<file path="config.mk">
export PLATFORM = sky130hd
export DESIGN_NAME = ldatt_sqrt_cell
export DESIGN_NICKNAME = d
export VERILOG_FILES = /design/src/sv/ldatt_pkg.sv /design/src/sv/ldatt_sqrt_cell.sv
export SDC_FILE = /design/constraint.sdc
export NUM_CORES = 1
export LEC_CHECK = 0
export BUFFER_PORTS_ARGS = -buffer_cell sky130_fd_sc_hd__buf_2
export CORE_AREA = 4 4 190 192
export DETAILED_ROUTE_END_ITERATION = 7
export DIE_AREA = 0 0 194 196
export GPL_TIMING_DRIVEN = 0
export SYNTH_ARGS = -nofsm -noshare
export SYNTH_HDL_FRONTEND = slang
export SYNTH_SLANG_ARGS = --single-unit
export TNS_END_PERCENT = 100
</file>
<file path="constraint.sdc">
create_clock -name clk -period 3.65 [get_ports clk]
set_clock_uncertainty 0.05 [all_clocks]
set_input_delay 0.5475 -clock clk [delete_from_list [all_inputs] [get_ports clk]]
set_output_delay 0.5475 -clock clk [all_outputs]
set_load 0.005 [all_outputs]
</file>
<file path="src/sv/ldatt_pkg.sv">
package ldatt_pkg;

  typedef enum logic [2:0] {
    OP_SURFACE     = 3'd0,
    OP_SKY         = 3'd1,
    OP_QUAKE       = 3'd2,
    OP_SKY_AMBIENT = 3'd3,
    OP_POINT       = 3'd4,
    OP_SPOT        = 3'd5
  } op_t;

  localparam int unsigned ROOT_W = 32;
  localparam int unsigned QUOT_W = 33;

  localparam logic [47:0] D2_ONE   = 48'h0000_0001_0000;
  localparam logic [33:0] DIV_CAP  = 34'h2_0000_0000;
  localparam logic [31:0] FALL_MAX = 32'hFFFF_FFFF;
  localparam logic [31:0] FALL_ONE = 32'h0001_0000;

  typedef struct packed {
    op_t         op;
    logic        cut;
    logic [47:0] d2;
    logic [31:0] kc;
    logic [31:0] kl;
    logic [31:0] kq;
  } ctx_t;

  typedef struct packed {
    op_t         op;
    logic        cut;
    logic        qcull;
    logic [31:0] qval;
  } post_t;

endpackage

</file>
<file path="src/sv/ldatt_sqrt_cell.sv">
module ldatt_sqrt_cell #(
  parameter int unsigned K = 0
) (
  input  logic               clk,
  input  logic               rst,
  input  logic               adv,
  input  logic               vld_in,
  input  logic [63:0]        rem_in,
  input  logic [31:0]        root_in,
  input  ldatt_pkg::ctx_t    ctx_in,
  output logic               vld,
  output logic [63:0]        rem,
  output logic [31:0]        root,
  output ldatt_pkg::ctx_t    ctx
);

  logic [65:0] trial;
  logic        ge;
  logic [63:0] rem_next;
  logic [31:0] root_next;

  assign trial     = ({34'd0, root_in} << (K + 1)) | (66'd1 << (2 * K));
  assign ge        = {2'b00, rem_in} >= trial;
  assign rem_next  = ge ? rem_in - trial[63:0] : rem_in;
  assign root_next = ge ? (root_in | (32'd1 << K)) : root_in;

  always_ff @(posedge clk) begin
    if (rst) begin
      vld <= 1'b0;
    end else if (adv) begin
      vld <= vld_in;
    end
  end

  always_ff @(posedge clk) begin
    if (adv) begin
      rem  <= rem_next;
      root <= root_next;
      ctx  <= ctx_in;
    end
  end

endmodule

</file>
==> metrics.md <==
| Metric | Value |
|---|---|
| Critical Path End Type | `flip-flop` |
| Per-cell routed wire length | `20.87 um` |
| Switching pwr | `1.787 mW` |
| Pwr Density | `around 500 mW/mm^2` |
| FF-to-FF Start | `vld` |
| Initial antenna violation count | `14` |
| H-Tree Level Count | `1` |
| Global route overflow | `0` |
| Hold slack | `95.52 ps` |
| Dpl ws | `-385.2 ps` |
| Row count | `68` |
| Cells after Synth | `744` |
| Final period utilization | `92.56%` |
| Synth cell types | `69` |
| Slew Viols, Final | `0` |
| Worst Hold Class | `in2reg` |
| Largest net degree at the start of global routing | `127` |
| Final Total Pwr | `7.203 mW` |
| Cell taking the most area after synthesis | `edfxtp_1` |
| Maxcap violations | `0` |
| Min-delay src | `rst` |
| Syn avg cell area | `around 14 um^2` |
| Post-Syn Area | `0.01060 mm^2` |
| Setup TNS | `0 ps` |
| Unrepaired setup endpoints after global routing | `no` |
| Final HPWL DP | `29.01 mm` |
| Post-route non-filler standard cell count | `~1800` |
| Layout filler cell count | `3302` |
| Detail Route Antenna Nets | `0` |
| Fmax | `296.0 MHz` |
| Status | `finished, final reports clean` |
| Switch share | `24.81%` |
| Flops & latches, synth | `245` |
| Number of synthesized flops with an enable pin | `about 240` |
| Critical path arrival | `3630 ps` |
| CP max FO | `4` |
| Initial DRC count | `524` |
| Internal | `5.416 mW` |
| Vias | `between 8000 and 9000` |
| CTS buffer count | `28` |
| Root buf cell | `clkbuf_16` |
| Hold-fix buffers, CTS | `0` |
| Die W | `194 um` |
| Lkg Pwr | `6.176 nW` |
| Postcts setup bufs | `0` |
| Worst Path Required | `3900 ps` |
| Flop pwr share | `~48%` |
| Relative slew margins | `35.13%` |
| Top_reg_cell synth | `edfxtp_1` |
| Clock tree buffer depth | `3` |
| Critical Path Source | `root_in[0]` |
| # IOs | `roughly 500` |
| Initial Utilization | `30.84%` |
| Post-synthesis sequential area ratio | `69.31%` |
| Post-route DRC | `0` |
| Yosys warns | `0` |
| Clock power frac | `37.6%` |
| CTS tree | `built` |
| Post-synth top cells | `edfxtp_1, nor2_1, a21oi_1` |
| Layout cells sized above 1 | `44.32%` |
| Routability cong. | `just under 0.9` |
| Clk slew on worst S/H paths | `60 ps` |
| Clk sinks | `roughly 250` |
| Count leader, synth | `edfxtp_1` |
| First-pass GRT wire length | `52.66 mm` |
| Peak supply drop | `340.1 uV` |
| DP Cell Count | `approximately 1700` |
| Total track usage | `18.04%` |
| Final WL | `36.57 mm` |
| Area Growth Syn to Fin | `37.57%` |
| Worst-margin pin slew | `973.0 ps` |
| Fin nets | `1549` |
| Vias per inst | `4.686` |
| Post-synth net total | `1026` |
| Die area | `approximately 0.038 mm^2` |
| Final setup violation count | `0` |
| Setup slack after layout | `271.7 ps` |
| Buffers on Ports | `492` |
| Synth async-reset ratio | `0%` |
| Vias in the first global route | `8326` |
| Die Span Y | `196 um` |
| Combinational share of power | `around 14%` |
| WS Path Type | `in2reg` |
| CORE AREA | `0.03437 mm^2` |
| Top-area cell type share of the netlist area | `approximately 69%` |
| Critical path launch point type | `input pin` |
| Largest cells by area after synthesis | `edfxtp_1, ha_1, xnor2_1` |
| Final Hold Vio Count | `0` |
| Skew-Pair Late Insertion Delay | `550 ps` |
| Drt first pass iters | `7` |
| Crit path time final | `~3400 ps` |
-- power groups by stage --
stage	sequential, mW	clock, mW	combinational, mW
after floorplan	3.56	0	0.386
after global placement	3.53	0	1.03
after detailed placement	3.52	0	1.04
after CTS	3.46	2.80	1.04
after global routing	3.48	2.92	1.14
final	3.46	2.71	1.03
-- stage by stage --
step / instance area, um^2 / util [%]
floorplan: 10600 / -
global placement: 13630 / 39.66
detailed placement: 13670 / 39.77
CTS: 14550 / 42.32
global route: 14580 / 42.41
finish: 14580 / 42.43
-- layer usage --
layer | track usage [%] | wire [um]
met5 | 0 | 0
met4 | 6.198 | 1104
met3 | 4.740 | 2704
met2 | 33.39 | 19460
met1 | 20.09 | 13300
-- cell families (layout without fill, tap and decap cells) --
logic type,after synthesis,count (layout),share of synthesized area (%)
multiplexers,5,5,0.5193
buffers and inverters,59,601,2.337
AO/OA/AOI/OAI,149,149,9.278
adder cells (fa/ha/maj),34,34,4.084
other,0,11,0
XOR/XNOR,60,60,4.957
flip-flops,245,245,69.31
AND/OR/NAND/NOR,192,192,9.514
-- repair_timing --
item,4_1_cts,5_1_grt
endpoints found under the hold margin,0,0
gates resized for setup,0,1
setup endpoints to repair,0,2
-- worst max-delay path: stages --
cell and delay, ps:
buf_2 90, inv_1 100, ha_1 280, a211oi_1 320
o21ai_1 250, o31ai_1 540, o211ai_1 370, a32oi_1 540
or3_1 280, nand4_1 140, xnor2_1 160
-- cells in the final DEF (no fill, tap or decap), drive strengths merged, types with 5 or more instances in the layout --
cell / count
nor2: 65
and2: 5
a31oi: 11
a211oi: 6
inv: 36
o21a: 8
clkinv: 10
and3: 6
o211ai: 6
o21bai: 5
nor4: 8
o21ai: 21
nor3: 8
or3: 11
nor2b: 5
nand3: 16
ha: 33
a21o: 12
nand2: 34
a21oi: 60
diode: 11
clkbuf: 48
edfxtp: 244
xor2: 18
nand4: 13
buf: 503
xnor2: 42
-- cell type report --
class	count	area, um^2	share of cell area, %
timing repair buffer	493	2500	17.14
clock inverter	16	158.9	1.090
multi-input combinational	440	3013	20.66
inverter	34	127.6	0.8752
antenna	11	27.53	0.1888
clock buffer	33	719.4	4.934
tap	455	569.3	3.904
sequential	245	7347	50.38
buffer	25	120.1	0.8237
-- state kept, by name, indices dropped and copies added, names as in the netlist --
signal,count
ctx,148
rem,64
root,32
vld,1
-- path summary, 6_finish.rpt --
| path | slack, ps | depth (start not counted) | endpoint |
|---|---|---|---|
| setup / recovery | 270 | 11 | rem[43] |
| setup reg to reg | 3010 | 2 | vld |
| hold / removal | 100 | 2 | vld |
| hold reg to reg | 450 | 2 | vld |
Note: power is estimated with default switching activity, not from simulation.
