## config.mk

```make
export PLATFORM = sky130hd
export DESIGN_NAME = ldatt_div_cell
export DESIGN_NICKNAME = d
export VERILOG_FILES = /design/src/sv/ldatt_pkg.sv /design/src/sv/ldatt_div_cell.sv
export SDC_FILE = /design/constraint.sdc
export NUM_CORES = 1
export LEC_CHECK = 0
export BUFFER_PORTS_ARGS = -buffer_cell sky130_fd_sc_hd__buf_2
export CAP_MARGIN = 10
export CORE_MARGIN = 2
export CORE_UTILIZATION = 51
export CTS_BUF_LIST = sky130_fd_sc_hd__clkbuf_4
export DETAILED_ROUTE_END_ITERATION = 6
export PLACE_DENSITY = 0.82
export SLEW_MARGIN = 20
export SYNTH_ARGS = -nofsm -noshare
export SYNTH_HDL_FRONTEND = slang
export SYNTH_SLANG_ARGS = --single-unit
export TNS_END_PERCENT = 30
```

## constraint.sdc

```tcl
create_clock -name clk -period 3.85 [get_ports clk]
set_input_delay 0.1925 -clock clk [delete_from_list [all_inputs] [get_ports clk]]
set_output_delay 0.1925 -clock clk [all_outputs]
set_load 0.005 [all_outputs]
```

## src/sv/ldatt_pkg.sv

```systemverilog
package ldatt_pkg;

  typedef enum logic [2:0] {
    OP_SURFACE     = 3'd0,
    OP_SKY         = 3'd1,
    OP_QUAKE       = 3'd2,
    OP_SKY_AMBIENT = 3'd3,
    OP_POINT       = 3'd4,
    OP_SPOT        = 3'd5
  } op_t;

  localparam int unsigned ROOT_W = 32;
  localparam int unsigned QUOT_W = 33;

  localparam logic [47:0] D2_ONE   = 48'h0000_0001_0000;
  localparam logic [33:0] DIV_CAP  = 34'h2_0000_0000;
  localparam logic [31:0] FALL_MAX = 32'hFFFF_FFFF;
  localparam logic [31:0] FALL_ONE = 32'h0001_0000;

  typedef struct packed {
    op_t         op;
    logic        cut;
    logic [47:0] d2;
    logic [31:0] kc;
    logic [31:0] kl;
    logic [31:0] kq;
  } ctx_t;

  typedef struct packed {
    op_t         op;
    logic        cut;
    logic        qcull;
    logic [31:0] qval;
  } post_t;

endpackage

```

## src/sv/ldatt_div_cell.sv

```systemverilog
module ldatt_div_cell #(
  parameter int unsigned K = 0
) (
  input  logic               clk,
  input  logic               rst,
  input  logic               adv,
  input  logic               vld_in,
  input  logic [47:0]        x_in,
  input  logic [47:0]        rem_in,
  input  logic [32:0]        q_in,
  input  ldatt_pkg::post_t   post_in,
  output logic               vld,
  output logic [47:0]        x,
  output logic [47:0]        rem,
  output logic [32:0]        q,
  output ldatt_pkg::post_t   post
);

  logic [48:0] sh;
  logic [48:0] diff;
  logic        ge;

  assign sh   = {rem_in, (K == ldatt_pkg::QUOT_W - 1) ? 1'b1 : 1'b0};
  assign ge   = sh >= {1'b0, x_in};
  assign diff = sh - {1'b0, x_in};

  always_ff @(posedge clk) begin
    if (rst) begin
      vld <= 1'b0;
    end else if (adv) begin
      vld <= vld_in;
    end
  end

  always_ff @(posedge clk) begin
    if (adv) begin
      x    <= x_in;
      rem  <= ge ? diff[47:0] : sh[47:0];
      q    <= ge ? (q_in | (33'd1 << K)) : q_in;
      post <= post_in;
    end
  end

endmodule

```

==> impl_results.md, run 1 <==
* CP endpoint kind: flop
* Setup slack after layout at 0.5573 ns
* Worst Path Arrival at 3.63 ns
* Fin cells at 1512
* Antenna violations before repair at 3
* Warning count from the yosys run at 0
* Port bufs at 336
* WL final at 29840 um
* Starting Density at 52.21%
* Yosys cell types at 61
* Largest area contributor in the netlist: edfxtp_1
* Die Y at 137.1 um
* EDFF count, synth at 166
* I/O Pins at 337
* Post-synth ARST share at 0%
* Filler Cell Count at 1137
* Die area at 0.01879 mm2
* Mapped Nets at 992
* Seq cells post-synth at 167
* Worst Skew at 0 ns
* Failing checks: DRC
* PwrDens at 357.6 mW/mm2
* Worst slew pin tran at 0.7607 ns
* Setup Total Neg Slack at 0 ns
* CTS tree: yes
* Post-DRT Antenna Nets at 0
* Post-synth top area share at 55.20%
* Max-slew headroom at 49.28%
* Nets at 1489
* Core box area at 0.01730 mm2
* Layout area overhead at 42.50%
* Count leader, synth: edfxtp_1
* Synthesized cell area at 0.009030 mm2
* Sequential fraction of the synthesis area at 55.42%
* GPL Wtd Cong at 0.9057
* CP required at 4.19 ns
* Postcts setup bufs at 0
* Layout cells sized above 1 at 30.40%
* Placed Instances at 1309
* Mapped Cells at 773
* Pre-Repair DR Iteration Count at 7
* Root buffer selected by CTS: clkbuf_4
* Tmin final at 3.293 ns
* Largest net degree at the start of global routing at 89
* First-pass GRT wire length at 44670 um
* Row cnt at 48
* Worst Setup Path Type: primary input to flop
* Final setup fails at 0
* Peak VDD IR at 0.2497 mV
* Via-per-instance ratio at 5.642
* Clock Pin Slew Worst Setup and Hold Paths at 0.18 ns
* Top_reg_cell synth: edfxtp_1
* Post-route clock period utilization at 85.53%
* Final Hold Vio Count at 0
* Top post-synthesis cells by area: edfxtp_1 (55%), ha_1 (6.7%), mux2_1 (4.1%)
* Worst-Skew Late Latency at 0.59 ns
* RSZ-0062 raised after global routing: no
* Run status: finished, violations left
* Global router's overall resource usage at 31.56%
* Final max-slew violation count at 0
* Pre-CTS setup slack at 0.6234 ns
* Max cap viols at 0
* Hpwl dp at 19620 um
* Multi-input gate area at 0.003621 mm2
* Vias in the first global route at 8465
* CTS sink count at 167
* Leakage at 5.627 nW
* Crit-path max FO at 16
* Initial detailed-routing violation count at 682
* CTS resizes at 0
* Setup crit start kind: primary input
* Mapped Avg Cell Area at 11.68 um2
* Reg area at 0.005005 mm2
* Clock Tree Buf Depth at 2
* DR vias at 8531
* Die Span X at 137.1 um
* Drt wl/cell at 19.74 um
* Max Fclk at 303.7 MHz
* CTS buffer count at 17
* CTS H-tree depth at 4
* Number of remaining DRC errors at 2
* Top post-synthesis cells by count: edfxtp_1 (166), a21oi_1 (62), inv_1 (60)
* Grt total ovfl at 0
* Hold Slack at 0.09726 ns
* Final design utilization at 74.39%
* Worst min path class: primary input to flop
-- stage by stage --
step	area, um2	total power [mW]
after floorplan	9030	2.889
after global placement	10880	3.324
after detailed placement	10880	3.358
after CTS	12860	4.563
after global routing	12860	4.802
final	12870	4.601
-- cell families (layout without fill, tap and decap cells) --
group / after synthesis / in the layout / synth area share [%]
AO/OA/AOI/OAI: 202 / 202 / 14.83
XOR/XNOR: 32 / 32 / 3.104
adder cells (fa/ha/maj): 49 / 49 / 6.873
buffers and inverters: 90 / 600 / 4.489
flip-flops: 167 / 167 / 55.42
multiplexers: 37 / 37 / 4.573
other: 0 / 4 / 0
AND/OR/NAND/NOR: 196 / 196 / 10.71
-- layout by cell type, fill, tap and decap left out, types with 6 or more instances in the layout --
| master | count |
|---|---|
| o31ai_1 | 6 |
| nand3_1 | 31 |
| dlygate4sd3_1 | 167 |
| clkbuf_4 | 17 |
| nor3_1 | 21 |
| nor2_1 | 32 |
| a21oi_1 | 62 |
| edfxtp_1 | 166 |
| and3_1 | 7 |
| buf_2 | 335 |
| o21bai_1 | 9 |
| a21o_1 | 20 |
| o21ai_1 | 8 |
| nand4_1 | 17 |
| ha_1 | 48 |
| o21ai_0 | 40 |
| xnor2_1 | 19 |
| o21a_1 | 13 |
| xor2_1 | 13 |
| inv_1 | 60 |
| nand2_1 | 54 |
| mux2_1 | 33 |
-- per-layer routing --
layer | up-vias | track usage [%] | share of wire, %
li1 | 3908 | - | -
met1 | 4010 | 36.93 | 36
met2 | 515 | 54.59 | 51
met3 | 98 | 6.556 | 8.1
met4 | 0 | 16.38 | 4.7
met5 | - | 0 | 0
-- power by group --
part | internal, mW | switching (mW)
clock | 0.310 | 0.789
sequential | 2.22 | 0.0575
combinational | 0.571 | 0.651
total | 3.10 | 1.50
-- area by class of cell --
type | instances | area share (%)
clock buffer | 17 | 0.9918
antenna | 4 | 0.07779
inverter | 60 | 1.750
multi-input combinational | 516 | 28.14
sequential | 167 | 38.90
timing repair buffer | 508 | 26.59
clock inverter | 15 | 1.361
tap | 225 | 2.188
-- critical path, stage by stage --
cell and delay, ns:
dlygate4sd3_1 0.52, buf_2 0.13, inv_1 0.05, ha_1 0.36, a21oi_1 0.44, a21oi_1 0.15, o21ai_0 0.24, o22ai_1 0.15
o21ai_1 0.33, a211o_1 0.20, and2_2 0.18, buf_4 0.30, mux2_1 0.37
-- final timing paths --
check           start  endpoint  slack, ns  depth (start not counted)
min               adv      x[9]        0.1                          1
min reg2reg       vld       vld       1.06                          3
max reg2reg       vld       vld       2.70                          3
max          x_in[18]   rem[38]       0.56                         13
-- state kept, by name (all words and copies together) (netlist names) --
signal,flops
q,33
vld,1
x,48
rem,48
post,37
-- repair_timing --
action / CTS / global route
hold endpoints to repair: 166 / 0
hold buffers: 167 / 0
setup endpoints to repair: 0 / 0
Power figures use the tool's default switching activity.
==> inputs of run 2 (changes only) <==
CORE_UTILIZATION = 40   (was 51)
PLACE_DENSITY = 0.67   (was 0.82)
==> run 2 against run 1 <==
  * The flow now finishes without violations
  * Die area up 27%
  * Sequential cell count unchanged
  * Final area up 0.64%
  * Routed wire length down 6.7%
  * Register-to-register slack about the same
  * Clock power about the same
==> impl_results.md, run 2 (synthesized netlist as in run 1, its figures left out) <==
* Run status: complete, no violations
* Final max-slew violation count at 0
* Hpwl dp at 19390 um
* Die Y at 154.3 um
* Tmin final at 3.320 ns
* Met3 wire length at 1579 um
* WL final at 27840 um
* PwrDens at 349.6 mW/mm2
* Grt total ovfl at 0
* Top delay family on crit path: compound AO/OA/AOI/OAI gates
* CP required at 4.19 ns
* Max-slew headroom at 35.61%
* DR vias at 8033
* Final setup fails at 0
* Layout area overhead at 43.41%
* Critical-path cell list: dlygate4sd3_1 > buf_2 > ha_1 > a21o_1 > a21o_1 > a21o_1 > a21o_1 > a21o_1 > a2111oi_4 > and2_2 > buf_12 > mux2_1
* Layout cells sized above 1 at 30.37%
* Die Span X at 154.3 um
* Leakage at 5.622 nW
* DR top layer: met4
* Post-route clock period utilization at 86.25%
* Die area at 0.02379 mm2
* Worst slew pin tran at 0.9659 ns
* Pre-Repair DR Iteration Count at 5
* Clock Tree Buf Depth at 2
* Routed length on met2 at 14510 um
* Wl on met1 at 11310 um
* CP max-delay cell: dlygate4sd3_1
* Drt wl/cell at 17.76 um
* Crit-path max FO at 20
* Row cnt at 54
* Largest net degree at the start of global routing at 99
* Vias in the first global route at 8116
* Peak VDD IR at 0.1849 mV
* CTS sink count at 167
* Most frequent cells in the layout: buf_2 (335), dlygate4sd3_1 (167), edfxtp_1 (166), a21oi_1 (62), inv_1 (60)
* Nets at 1490
* CP endpoint kind: flop
* GPL Wtd Cong at 0.8605
* Initial detailed-routing violation count at 561
* Max Fclk at 301.2 MHz
* Global router's overall resource usage at 23.08%
* RSZ-0062 raised after global routing: no
* Worst Path Arrival at 3.66 ns
* First-pass GRT wire length at 43030 um
* Worst-Skew Late Latency at 0.59 ns
* Largest stage delay on the critical path at 0.56 ns
* I/O Pins at 337
* Root buffer selected by CTS: clkbuf_4
* Most common cell after layout, fill and taps aside: buf_2
* Core box area at 0.02196 mm2
* Max cap viols at 0
* Fin cells at 1568
* Final Hold Vio Count at 0
* Largest regs: rem: 48 flops, x: 48 flops, post: 37 flops
* Setup crit start kind: primary input
* Starting Density at 41.12%
* Filler Cell Count at 1797
* CTS tree: yes
* Placed Instances at 1365
* Most used cell along the critical path: a21o_1
* Post-DRT Antenna Nets at 0
* Via-per-instance ratio at 5.123
* Antenna violations before repair at 3
* Worst Skew at 0 ns
* Worst min path class: primary input to flop
* Setup Total Neg Slack at 0 ns
* Worst Setup Path Type: primary input to flop
* CTS buffer count at 17
* Number of remaining DRC errors at 0
* Clock Pin Slew Worst Setup and Hold Paths at 0.18 ns
* Port bufs at 336
* Crit path buf inv count at 3
* CTS H-tree depth at 4
* CTS resizes at 0
## run 2: stage by stage
step	setup slack [ns]	hold WS, ns	power, mW	instance area [um2]	utilization, %
2_1_floorplan	1.025	0.2649	2.889	9030	-
3_3_place_gp	0.5554	0.3494	3.334	10970	49.97
3_5_place_dp	0.4933	0.3559	3.346	10970	49.97
4_1_cts	0.5869	0.1864	4.543	12940	58.93
5_1_grt	0.3683	0.2125	4.756	12950	58.96
6_report	0.5295	0.1827	4.528	12950	58.97
## run 2: area by class of cell
cell class	count	area (um2)	area share, %
antenna	4	10.01	0.07729
clock buffer	17	127.6	0.9855
clock inverter	15	168.9	1.304
inverter	60	225.2	1.739
multi-input combinational	516	3621	27.96
sequential	167	5005	38.65
tap	280	350.3	2.705
timing repair buffer	509	3442	26.58
## run 2: repair_timing
item	CTS	global route
buffers inserted	0	0
endpoints found under the hold margin	167	0
hold buffers	167	0
## run 2: worst register-to-register path: stages (launching register included)
cell and delay, ns:
dfxtp_1 0.35, mux2i_1 0.12, nor2_1 0.05, dlygate4sd3_1 0.55
## run 2: power breakdown
group          internal [mW]  leakage, nW  switching [mW]
combinational          0.573         3.84           0.616
clock                  0.295        0.149           0.772
sequential              2.22         1.63          0.0493
total                   3.09         5.62            1.44
## run 2: worst paths after layout
| kind | endpoint | cells after the start | from | slack [ns] |
|---|---|---|---|---|
| setup reg to reg | vld | 3 | vld | 2.70 |
| hold reg to reg | vld | 3 | vld | 1.07 |
| hold / removal | x[16] | 1 | adv | 0.18 |
| setup / recovery | rem[35] | 12 | rem_in[41] | 0.53 |
## run 2: routing by layer
| layer | up-vias | GRT usage (%) |
|---|---|---|
| met2 | 299 | 42.86 |
| met1 | 3796 | 27.29 |
| met3 | 31 | 4.091 |
| li1 | 3907 | - |
| met5 | - | 0 |
| met4 | 0 | 6.878 |
